**src/rtl/rrts_pkg.sv**
```systemverilog
// Package of types and constants for the round-robin thread scheduler.
package rrts_pkg;

  localparam int SLOTS = 16;
  localparam int IDX_W = $clog2(SLOTS);

  // Operation codes carried by func.
  localparam logic [2:0] FN_TICK    = 3'd0;
  localparam logic [2:0] FN_YIELD   = 3'd1;
  localparam logic [2:0] FN_CREATE  = 3'd2;
  localparam logic [2:0] FN_EXIT    = 3'd3;
  localparam logic [2:0] FN_SUSPEND = 3'd4;
  localparam logic [2:0] FN_RESUME  = 3'd5;
  localparam logic [2:0] FN_DELAY   = 3'd6;

  // Slot state codes.
  localparam logic [2:0] ST_UNUSED    = 3'd0;
  localparam logic [2:0] ST_READY     = 3'd1;
  localparam logic [2:0] ST_RUNNING   = 3'd2;
  localparam logic [2:0] ST_BLOCKED   = 3'd3;
  localparam logic [2:0] ST_SUSPENDED = 3'd4;

  typedef struct packed {
    logic [2:0]  func;
    logic [3:0]  target_slot;
    logic [15:0] slice_length;
    logic [15:0] delay_ticks;
  } in_item_t;

  typedef struct packed {
    logic        switched;
    logic [3:0]  current_slot;
    logic [4:0]  waiting_count;
    logic [3:0]  created_slot;
    logic        table_full;
  } out_item_t;

endpackage

```
**src/rtl/round_robin_thread_scheduler_core.sv**
```systemverilog
// Top level of the round-robin thread scheduler with its slot sweep sequencer.
//
//  channel | direction | payload
//  in      | input     | in_item_t  (in_valid / in_ready)
//  out     | output    | out_item_t (out_valid / out_ready)
//
// Tick sweeps the delay counters one slot per cycle, then the slice step
// runs. A yield search walks one slot per cycle; create searches the same
// way, and exit, suspend and an expired slice also search. Reset is
// synchronous and needs no clearing pass. A result waits in the output
// register until transferred; the next item may be taken meanwhile, and
// it then waits in its final step until the output register is free.
module round_robin_thread_scheduler_core (
  input  logic                clk,
  input  logic                rst,
  input  logic                in_valid,
  output logic                in_ready,
  input  rrts_pkg::in_item_t  in,
  output logic                out_valid,
  input  logic                out_ready,
  output rrts_pkg::out_item_t out
);
  import rrts_pkg::*;

  typedef enum logic [5:0] {
    S_IDLE   = 6'b000001,
    S_TICK   = 6'b000010,
    S_SLICE  = 6'b000100,
    S_SEARCH = 6'b001000,
    S_CREATE = 6'b010000,
    S_DONE   = 6'b100000
  } state_t;

  state_t state;
  in_item_t item;

  logic [2:0]  slot_state [SLOTS];
  logic [15:0] delay_count [SLOTS];
  logic [15:0] slice_reload [SLOTS];
  logic [15:0] slice_left [SLOTS];
  logic [IDX_W-1:0] running_index;

  logic [IDX_W-1:0] idx;
  logic [4:0]       cnt;
  logic             switched;
  logic [4:0]       waiting;
  logic [IDX_W-1:0] created;
  logic             full;

  logic [IDX_W-1:0] idx_inc;
  logic [15:0]      slice_dec;
  logic             tgt_ok;

  assign idx_inc = (idx == IDX_W'(SLOTS - 1)) ? '0 : idx + 1'b1;
  assign slice_dec = slice_left[running_index] - 16'd1;
  assign tgt_ok = 32'(item.target_slot) < SLOTS;
  assign in_ready = (state == S_IDLE);

  // Sequencer: one slot visited per cycle by the shared walk.
  always_ff @(posedge clk) begin
    if (rst) begin
      state <= S_IDLE;
      out_valid <= 1'b0;
      running_index <= '0;
      for (int i = 0; i < SLOTS; i++) begin
        slot_state[i] <= (i == 0) ? ST_RUNNING : ST_UNUSED;
        delay_count[i] <= '0;
        slice_reload[i] <= (i == 0) ? 16'd1 : 16'd0;
        slice_left[i] <= (i == 0) ? 16'd1 : 16'd0;
      end
    end else begin
      // Output register: loaded as an item finishes, cleared by its transfer.
      if (state == S_DONE && (!out_valid || out_ready)) out_valid <= 1'b1;
      else if (out_ready) out_valid <= 1'b0;
      unique case (state)
        S_IDLE: begin
          if (in_valid && in_ready) begin
            item <= in;
            switched <= 1'b0;
            waiting <= '0;
            created <= '0;
            full <= 1'b0;
            cnt <= '0;
            unique case (in.func)
              FN_TICK: begin
                idx <= '0;
                state <= S_TICK;
              end
              FN_YIELD: begin
                idx <= running_index;
                state <= S_SEARCH;
              end
              FN_CREATE: begin
                idx <= '0;
                state <= S_CREATE;
              end
              FN_EXIT: begin
                idx <= running_index;
                if (running_index != '0) begin
                  slot_state[running_index] <= ST_UNUSED;
                  state <= S_SEARCH;
                end else begin
                  state <= S_DONE;
                end
              end
              FN_SUSPEND: begin
                idx <= running_index;
                if (32'(in.target_slot) < SLOTS) begin
                  slot_state[in.target_slot[IDX_W-1:0]] <= ST_SUSPENDED;
                  state <= S_SEARCH;
                end else begin
                  state <= S_DONE;
                end
              end
              default: begin
                idx <= '0;
                state <= S_DONE;
              end
            endcase
          end
        end
        S_TICK: begin
          // Release or count down one slot's delay.
          if (delay_count[idx] == '0) begin
            if (slot_state[idx] == ST_BLOCKED) slot_state[idx] <= ST_READY;
          end else begin
            delay_count[idx] <= delay_count[idx] - 16'd1;
          end
          idx <= idx_inc;
          if (idx == IDX_W'(SLOTS - 1)) state <= S_SLICE;
        end
        S_SLICE: begin
          // Slice countdown of the current slot.
          if (slice_dec == '0) begin
            slice_left[running_index] <= slice_reload[running_index];
            idx <= running_index;
            state <= S_SEARCH;
          end else begin
            slice_left[running_index] <= slice_dec;
            state <= S_DONE;
          end
        end
        S_SEARCH: begin
          // Round-robin walk for the next ready slot.
          if (slot_state[idx] == ST_READY) begin
            if (slot_state[running_index] == ST_RUNNING && idx != running_index)
              slot_state[running_index] <= ST_READY;
            slot_state[idx] <= ST_RUNNING;
            switched <= (idx != running_index);
            running_index <= idx;
            state <= S_DONE;
          end else begin
            if ((slot_state[idx] == ST_BLOCKED || slot_state[idx] == ST_SUSPENDED)
                && cnt != 5'd31)
              cnt <= cnt + 5'd1;
            idx <= idx_inc;
            if (idx_inc == running_index) begin
              waiting <= ((slot_state[idx] == ST_BLOCKED ||
                           slot_state[idx] == ST_SUSPENDED) && cnt != 5'd31)
                         ? cnt + 5'd1 : cnt;
              state <= S_DONE;
            end
          end
        end
        S_CREATE: begin
          // First unused slot takes the new thread.
          if (slot_state[idx] == ST_UNUSED) begin
            delay_count[idx] <= '0;
            slice_reload[idx] <= item.slice_length;
            slice_left[idx] <= item.slice_length;
            slot_state[idx] <= ST_READY;
            created <= idx;
            state <= S_DONE;
          end else begin
            idx <= idx_inc;
            if (idx == IDX_W'(SLOTS - 1)) begin
              full <= 1'b1;
              state <= S_DONE;
            end
          end
        end
        S_DONE: begin
          // Every operation finishes here once the output register is free; resume and delay update their slot here.
          if (!out_valid || out_ready) begin
            if (item.func == FN_RESUME && tgt_ok &&
                slot_state[item.target_slot[IDX_W-1:0]] == ST_SUSPENDED)
              slot_state[item.target_slot[IDX_W-1:0]] <= ST_READY;
            if (item.func == FN_DELAY && tgt_ok) begin
              delay_count[item.target_slot[IDX_W-1:0]] <= item.delay_ticks;
              slot_state[item.target_slot[IDX_W-1:0]] <= ST_BLOCKED;
            end
            out.switched <= switched;
            out.current_slot <= 4'(running_index);
            out.waiting_count <= waiting;
            out.created_slot <= 4'(created);
            out.table_full <= full;
            state <= S_IDLE;
          end
        end
        default: state <= S_IDLE;
      endcase
    end
  end

endmodule

```
**config.mk**
```make
export PLATFORM = sky130hd
export DESIGN_NAME = round_robin_thread_scheduler_core
export DESIGN_NICKNAME = d
export VERILOG_FILES = /design/src/rtl/rrts_pkg.sv /design/src/rtl/round_robin_thread_scheduler_core.sv
export SDC_FILE = /design/constraint.sdc
export NUM_CORES = 1
export LEC_CHECK = 0
export BUFFER_PORTS_ARGS = -buffer_cell sky130_fd_sc_hd__buf_4
export CAP_MARGIN = 0
export CORE_MARGIN = 5
export CORE_UTILIZATION = 50
export DETAILED_ROUTE_END_ITERATION = 7
export GPL_TIMING_DRIVEN = 1
export PLACE_DENSITY = 0.75
export SETUP_SLACK_MARGIN = 0.1
export SLEW_MARGIN = 20
export SYNTH_ARGS = -nofsm -noshare
export SYNTH_HDL_FRONTEND = slang
export SYNTH_SLANG_ARGS = --single-unit
```
**constraint.sdc**
```tcl
create_clock -name clk -period 10 [get_ports clk]
set_clock_uncertainty 0.05 [all_clocks]
set_input_delay 1 -clock clk [delete_from_list [all_inputs] [get_ports clk]]
set_output_delay 1 -clock clk [all_outputs]
set_load 0.01 [all_outputs]
```
==> flow_summary.toml, run 1 <==
[status]
outcome = "complete, no violations"

[placed_design]
dp_hpwl_um = 78300
portBuffers = 59
dp_cells = 3954
place_area_sq_um = 43200
gp_congestion = 1.01

[timing]
tightest_slew_ns = 1.23
setup_viol = 0
finalCritPeriodShare = 0.609
slew_violations = 0
fmax_mhz = 164
finalSetupTns_ns = 0
layout_min_cycle_time_ns = 6.09
hold_viol = 0
rsz0062_at_grt = "no"
slew_headroom = 0.177

[power_and_ir_drop]
p_per_area_nw_per_um2 = 219
finalPower_mw = 10.2
ir_drop_mv = 0.338
p_leak_nw = 15.3

[global_routing]
grt-ovfl-total = 0
track_usage = 0.260
grt_pass1_wl_um = 175000
grt_max_degree = 72
antenna_found_initial = 1
grt_pass1_vias = 26500

[die]
start_util = 0.503
die_area_sq_um = 89800
io_pins = 60
placementRows = 106
die_h_um = 300
core_area_sq_um = 83400
dieWidth_um = 300

[yosys]
synthArstFlopShare = 0
synthCells = 2990
syn_area_sq_um = 41900
synth-main-ff-cell = "edfxtp_1"
ys_warn_count = 0
synth-seq-cells = 913
synth_cell_type_count = 82
avgSynthCellArea_sq_um = 14.0
synth_edf_count = 874
synth_seq_area_share = 0.644
synth_fp_nets = 3042

[cts]
cts-root-buf = "clkbuf_16"
clk_path_buf_depth = 3
ctsResizeCount = 0
cts.sinks = 913
hold_buffers = 0
post_cts_buffers = 0
ctsHtreeMaxLevel = 3
clk_pin_slew_ns = 0.06
insertion_delay_ns = 0.67
cts_buffers = 93
cts_tree = "done"

[finish]
layout_commonest_cell = "edfxtp_1"
final_cells = 4126
areaGrowthSynthToFinish_pct = 10.6
finalNetCount = 3021
finalInstanceArea_sq_um = 46400
fillers = 6342
final_cell_mix = "edfxtp_1, nor2_1, mux4_2"
layout-drive-gt1-share = 0.195
n_antenna_cell = 0

[detailed_routing]
drc = 0
wl_um = 118000
antenna_left = 0
avgViaCountPerCell = 6.65
drtPass1Iterations = 8
drtIter0Drc = 4450
vias = 27400
wl_per_cell_um = 28.6

[worst_hold_path]
hp-start = "created[1]"
min_path_type = "reg2reg"
hold-path-endpoint = "out[2]"
hold_depth = 0

[critical_path]
path_class = "reg2reg"
crit_arrival_ns = 6.25
cp_max_fo = 51
cp_data_required_time_ns = 10.16
r2r_cells = 13
crit_path_end_kind = "flop"
regToRegSetupSlack_ns = 3.91
start_kind = "flop"
reg2reg_to = "delay_count[12][14]"

[flow_run]
max_cap_violations = 0
## critical path, stage by stage (launching register included)
cell and delay (ns):
dfxtp_4 0.67, buf_4 0.82, mux4_2 0.61, mux2i_1 0.27
mux2i_1 0.19, inv_1 0.09, ha_1 0.18, inv_1 0.09
a2111oi_2 0.57, nand4b_1 0.33, a21oi_2 0.46, o21ai_1 0.24
nand2_1 0.46, nand2_1 0.52
## cells by family after synthesis
| family | share of synthesized area |
|---|---|
| AOI/OAI and AO/OA | 0.0650 |
| xor gates and xnor gates | 0.00794 |
| adders and majority gates | 0.00269 |
| buffers and inverters | 0.0282 |
| DFF | 0.644 |
| muxes | 0.144 |
| and+or+nand+nor | 0.108 |
## through the flow
| step | util | setup slack [ns] | hold slack, ns |
|---|---|---|---|
| after global placement | 0.518 | 4.15 | 0.356 |
| after detailed placement | 0.518 | 4.04 | 0.355 |
| after global routing | 0.556 | 3.41 | 0.378 |
| final | 0.556 | 3.91 | 0.354 |
| after floorplan | - | 4.56 | 0.350 |
| after CTS | 0.556 | 3.97 | 0.365 |
## worst max-delay path by stage
| stage | to | slack [ns] | from | cells past startpoint |
|---|---|---|---|---|
| 4_1_cts | delay_count[13][13] | 3.97 | flop | 13 |
| 3_5_place_dp | delay_count[13][13] | 4.04 | flop | 13 |
| 3_3_place_gp | delay_count[15][14] | 4.15 | flop | 13 |
| 6_report | delay_count[12][14] | 3.91 | flop | 13 |
| 2_1_floorplan | slot_state[10][0] | 4.56 | rst | 10 |
| 5_1_grt | delay_count[13][14] | 3.41 | flop | 13 |
## layout make-up
| class | instances | area, sq um | area share |
|---|---|---|---|
| well taps | 1080 | 1350 | 0.0291 |
| clock inverters | 55 | 624 | 0.0135 |
| flip-flops and latches | 913 | 27000 | 0.583 |
| repair buffers | 121 | 921 | 0.0199 |
| clock buffers | 117 | 2520 | 0.0543 |
| multi-input cells | 1814 | 13800 | 0.298 |
| inverters | 26 | 97.6 | 0.00210 |
## routing by layer
layer  vias to the layer above  GRT usage  routed length, um
met5                         -          0                  7
met4                         2     0.0916               4610
met3                       298     0.0671              16600
met2                      2186      0.395              53800
met1                     13700      0.370              43100
li1                      11300          -                  -
## synthesized netlist by cell type (18+ instances only)
| cell type | count | area share |
|---|---|---|
| a21oi_1 | 221 | 0.026 |
| a22oi_1 | 22 | 0.0039 |
| buf_2 | 60 | 0.0072 |
| clkbuf_1 | 145 | 0.013 |
| dfxtp_1 | 39 | 0.019 |
| edfxtp_1 | 874 | 0.63 |
| inv_1 | 24 | 0.0021 |
| mux2i_1 | 32 | 0.0076 |
| mux4_2 | 246 | 0.13 |
| nand2_1 | 160 | 0.014 |
| nand3_1 | 19 | 0.0023 |
| nor2_1 | 668 | 0.060 |
| nor2b_1 | 32 | 0.0048 |
| nor3_1 | 34 | 0.0041 |
| nor3b_1 | 20 | 0.0036 |
| o21ai_0 | 32 | 0.0038 |
| o22ai_1 | 22 | 0.0033 |
| or3_1 | 18 | 0.0027 |
| xor2_1 | 23 | 0.0048 |
## power breakdown
| part | leakage, nW | total [mW] | switching, mW | internal (mW) |
|---|---|---|---|---|
| Clock | 1.53 | 3.59 | 1.50 | 2.08 |
| Combinational | 4.50 | 2.07 | 1.46 | 0.615 |
| Sequential | 9.26 | 4.51 | 0.150 | 4.36 |
| Total | 15.3 | 10.2 | 3.11 | 7.06 |
## registers in the layout (all words and copies together), names as in the netlist, named ones only
register and cells:
state 6, slot_state 48, switched 1, out 15, running_index 4, slice_reload 256
delay_count 256, slice_left 256, created 4, cnt 5, waiting 5, item 39
idx 4, full 1, out_valid 1
Note: power is estimated with default switching activity, not from simulation.
==> run 2: changes to the inputs <==
==> constraint.sdc (replaced) <==
create_clock -name clk -period 5.7 [get_ports clk]
set_clock_uncertainty 0.05 [all_clocks]
set_input_delay 0.57 -clock clk [delete_from_list [all_inputs] [get_ports clk]]
set_output_delay 0.57 -clock clk [all_outputs]
set_load 0.01 [all_outputs]
==> flow_summary.toml, run 2 (synthesis gave the netlist of run 1 again) <==
[status]
outcome = "complete, no violations"

[timing]
setup_viol = 0
rsz0062_at_grt = "no"
slew_violations = 0
slew_headroom = 0.279
finalSetupTns_ns = 0
hold_viol = 0
tightest_slew_ns = 1.08
layout_min_cycle_time_ns = 5.33
finalCritPeriodShare = 0.935
fmax_mhz = 188

[finish]
fillers = 6370
layout_commonest_cell = "edfxtp_1"
seq_area_sq_um = 27000
finalNetCount = 3080
reg_top3 = "delay_count (256), slice_left (256), slice_reload (256)"
areaGrowthSynthToFinish_pct = 11.3
final_cell_mix = "edfxtp_1, nor2_1, mux4_2"
layout-drive-gt1-share = 0.202
n_antenna_cell = 0
multi_input_area_sq_um = 13700

[cts]
clk_path_buf_depth = 3
cts.sinks = 913
cts_buffers = 93
cts_tree = "done"
insertion_delay_ns = 0.66
ctsHtreeMaxLevel = 3
ctsResizeCount = 0
clk_pin_slew_ns = 0.06
cts-root-buf = "clkbuf_16"
post_cts_buffers = 0

[detailed_routing]
drtPass1Iterations = 6
wl_um = 112000
drtIter0Drc = 4146
drc = 0
antenna_left = 0
vias = 27200
wl_per_cell_um = 26.8
avgViaCountPerCell = 6.50

[placed_design]
gp_congestion = 0.943
portBuffers = 59
dp_hpwl_um = 74500

[global_routing]
grt_max_degree = 83
grt_pass1_vias = 26700
track_usage = 0.248
grt_pass1_wl_um = 169000
grt-ovfl-total = 0
antenna_found_initial = 4

[flow_run]
max_cap_violations = 0

[worst_hold_path]
hold_depth = 1
min_path_type = "in2reg"

[critical_path]
r2r_cells = 10
start_kind = "flop"
cp_max_fo = 31
path_class = "reg2reg"
crit_path_end_kind = "flop"
cp_data_required_time_ns = 5.84
crit_arrival_ns = 5.47

[die]
placementRows = 106
dieWidth_um = 300
start_util = 0.503
die_area_sq_um = 89800
io_pins = 60
core_area_sq_um = 83400
die_h_um = 300

[power_and_ir_drop]
finalPower_mw = 17.2
ir_drop_mv = 0.379
p_per_area_nw_per_um2 = 368
p_leak_nw = 15.5
==> run 2: critical path: stages, from the launching register on <==
cell	delay, ns
dfxtp_4	0.74
buf_4	0.47
mux4_2	0.57
mux4_2	0.55
nor4_1	0.34
nor2b_1	0.26
nand4b_1	0.31
a21oi_2	0.33
o22ai_1	0.26
nand2_2	0.38
nand2_1	0.55
==> run 2: layout make-up <==
class	instances	area share
clock buffer	117	0.0531
clock inverter	57	0.0123
timing repair buffer	180	0.0295
multi-input combinational	1814	0.295
inverter	26	0.00209
tap	1080	0.0290
sequential	913	0.579
==> run 2: through the flow <==
| step | util | hold WS [ns] | cell area, sq um | worst slack (ns) | cells |
|---|---|---|---|---|---|
| detailed placement | 0.523 | 0.368 | 43600 | 0.405 | 4012 |
| CTS | 0.559 | 0.000171 | 46700 | 0.388 | 4187 |
| finish | 0.559 | 0.0305 | 46700 | 0.372 | 4187 |
| global placement | 0.523 | 0.367 | 43600 | 0.565 | 4012 |
| floorplan | - | 0.350 | 41900 | 0.607 | 2990 |
| global route | 0.559 | 0.00629 | 46700 | 0.116 | 4187 |
==> run 2: what timing repair did <==
item	in CTS	in global routing
hold endpoints to repair	1	0
hold buffers	1	0
setup endpoints to repair	0	0
==> run 2: path summary, 6_finish.rpt <==
path | from | endpoint | slack (ns)
worst min-delay path | in[10] | item[10] | 0.03
worst max-delay path | flop | delay_count[4][3] | 0.37
worst min register to register | waiting[1] | out[6] | 0.38
worst max register to register | flop | delay_count[4][3] | 0.37
==> run 2: where the power goes <==
part           total (mW)  switching [mW]  internal, mW
clock network        6.09            2.59          3.51
registers            7.92           0.271          7.65
logic                3.15            2.07          1.09
==> run 2: layer usage <==
layer / wire length (um) / vias up / track usage
met3: 14900 / 221 / 0.0655
li1: - / 11400 / -
met1: 42400 / 13700 / 0.358
met2: 51700 / 1906 / 0.378
met4: 3280 / 4 / 0.0686
met5: 34 / - / 0
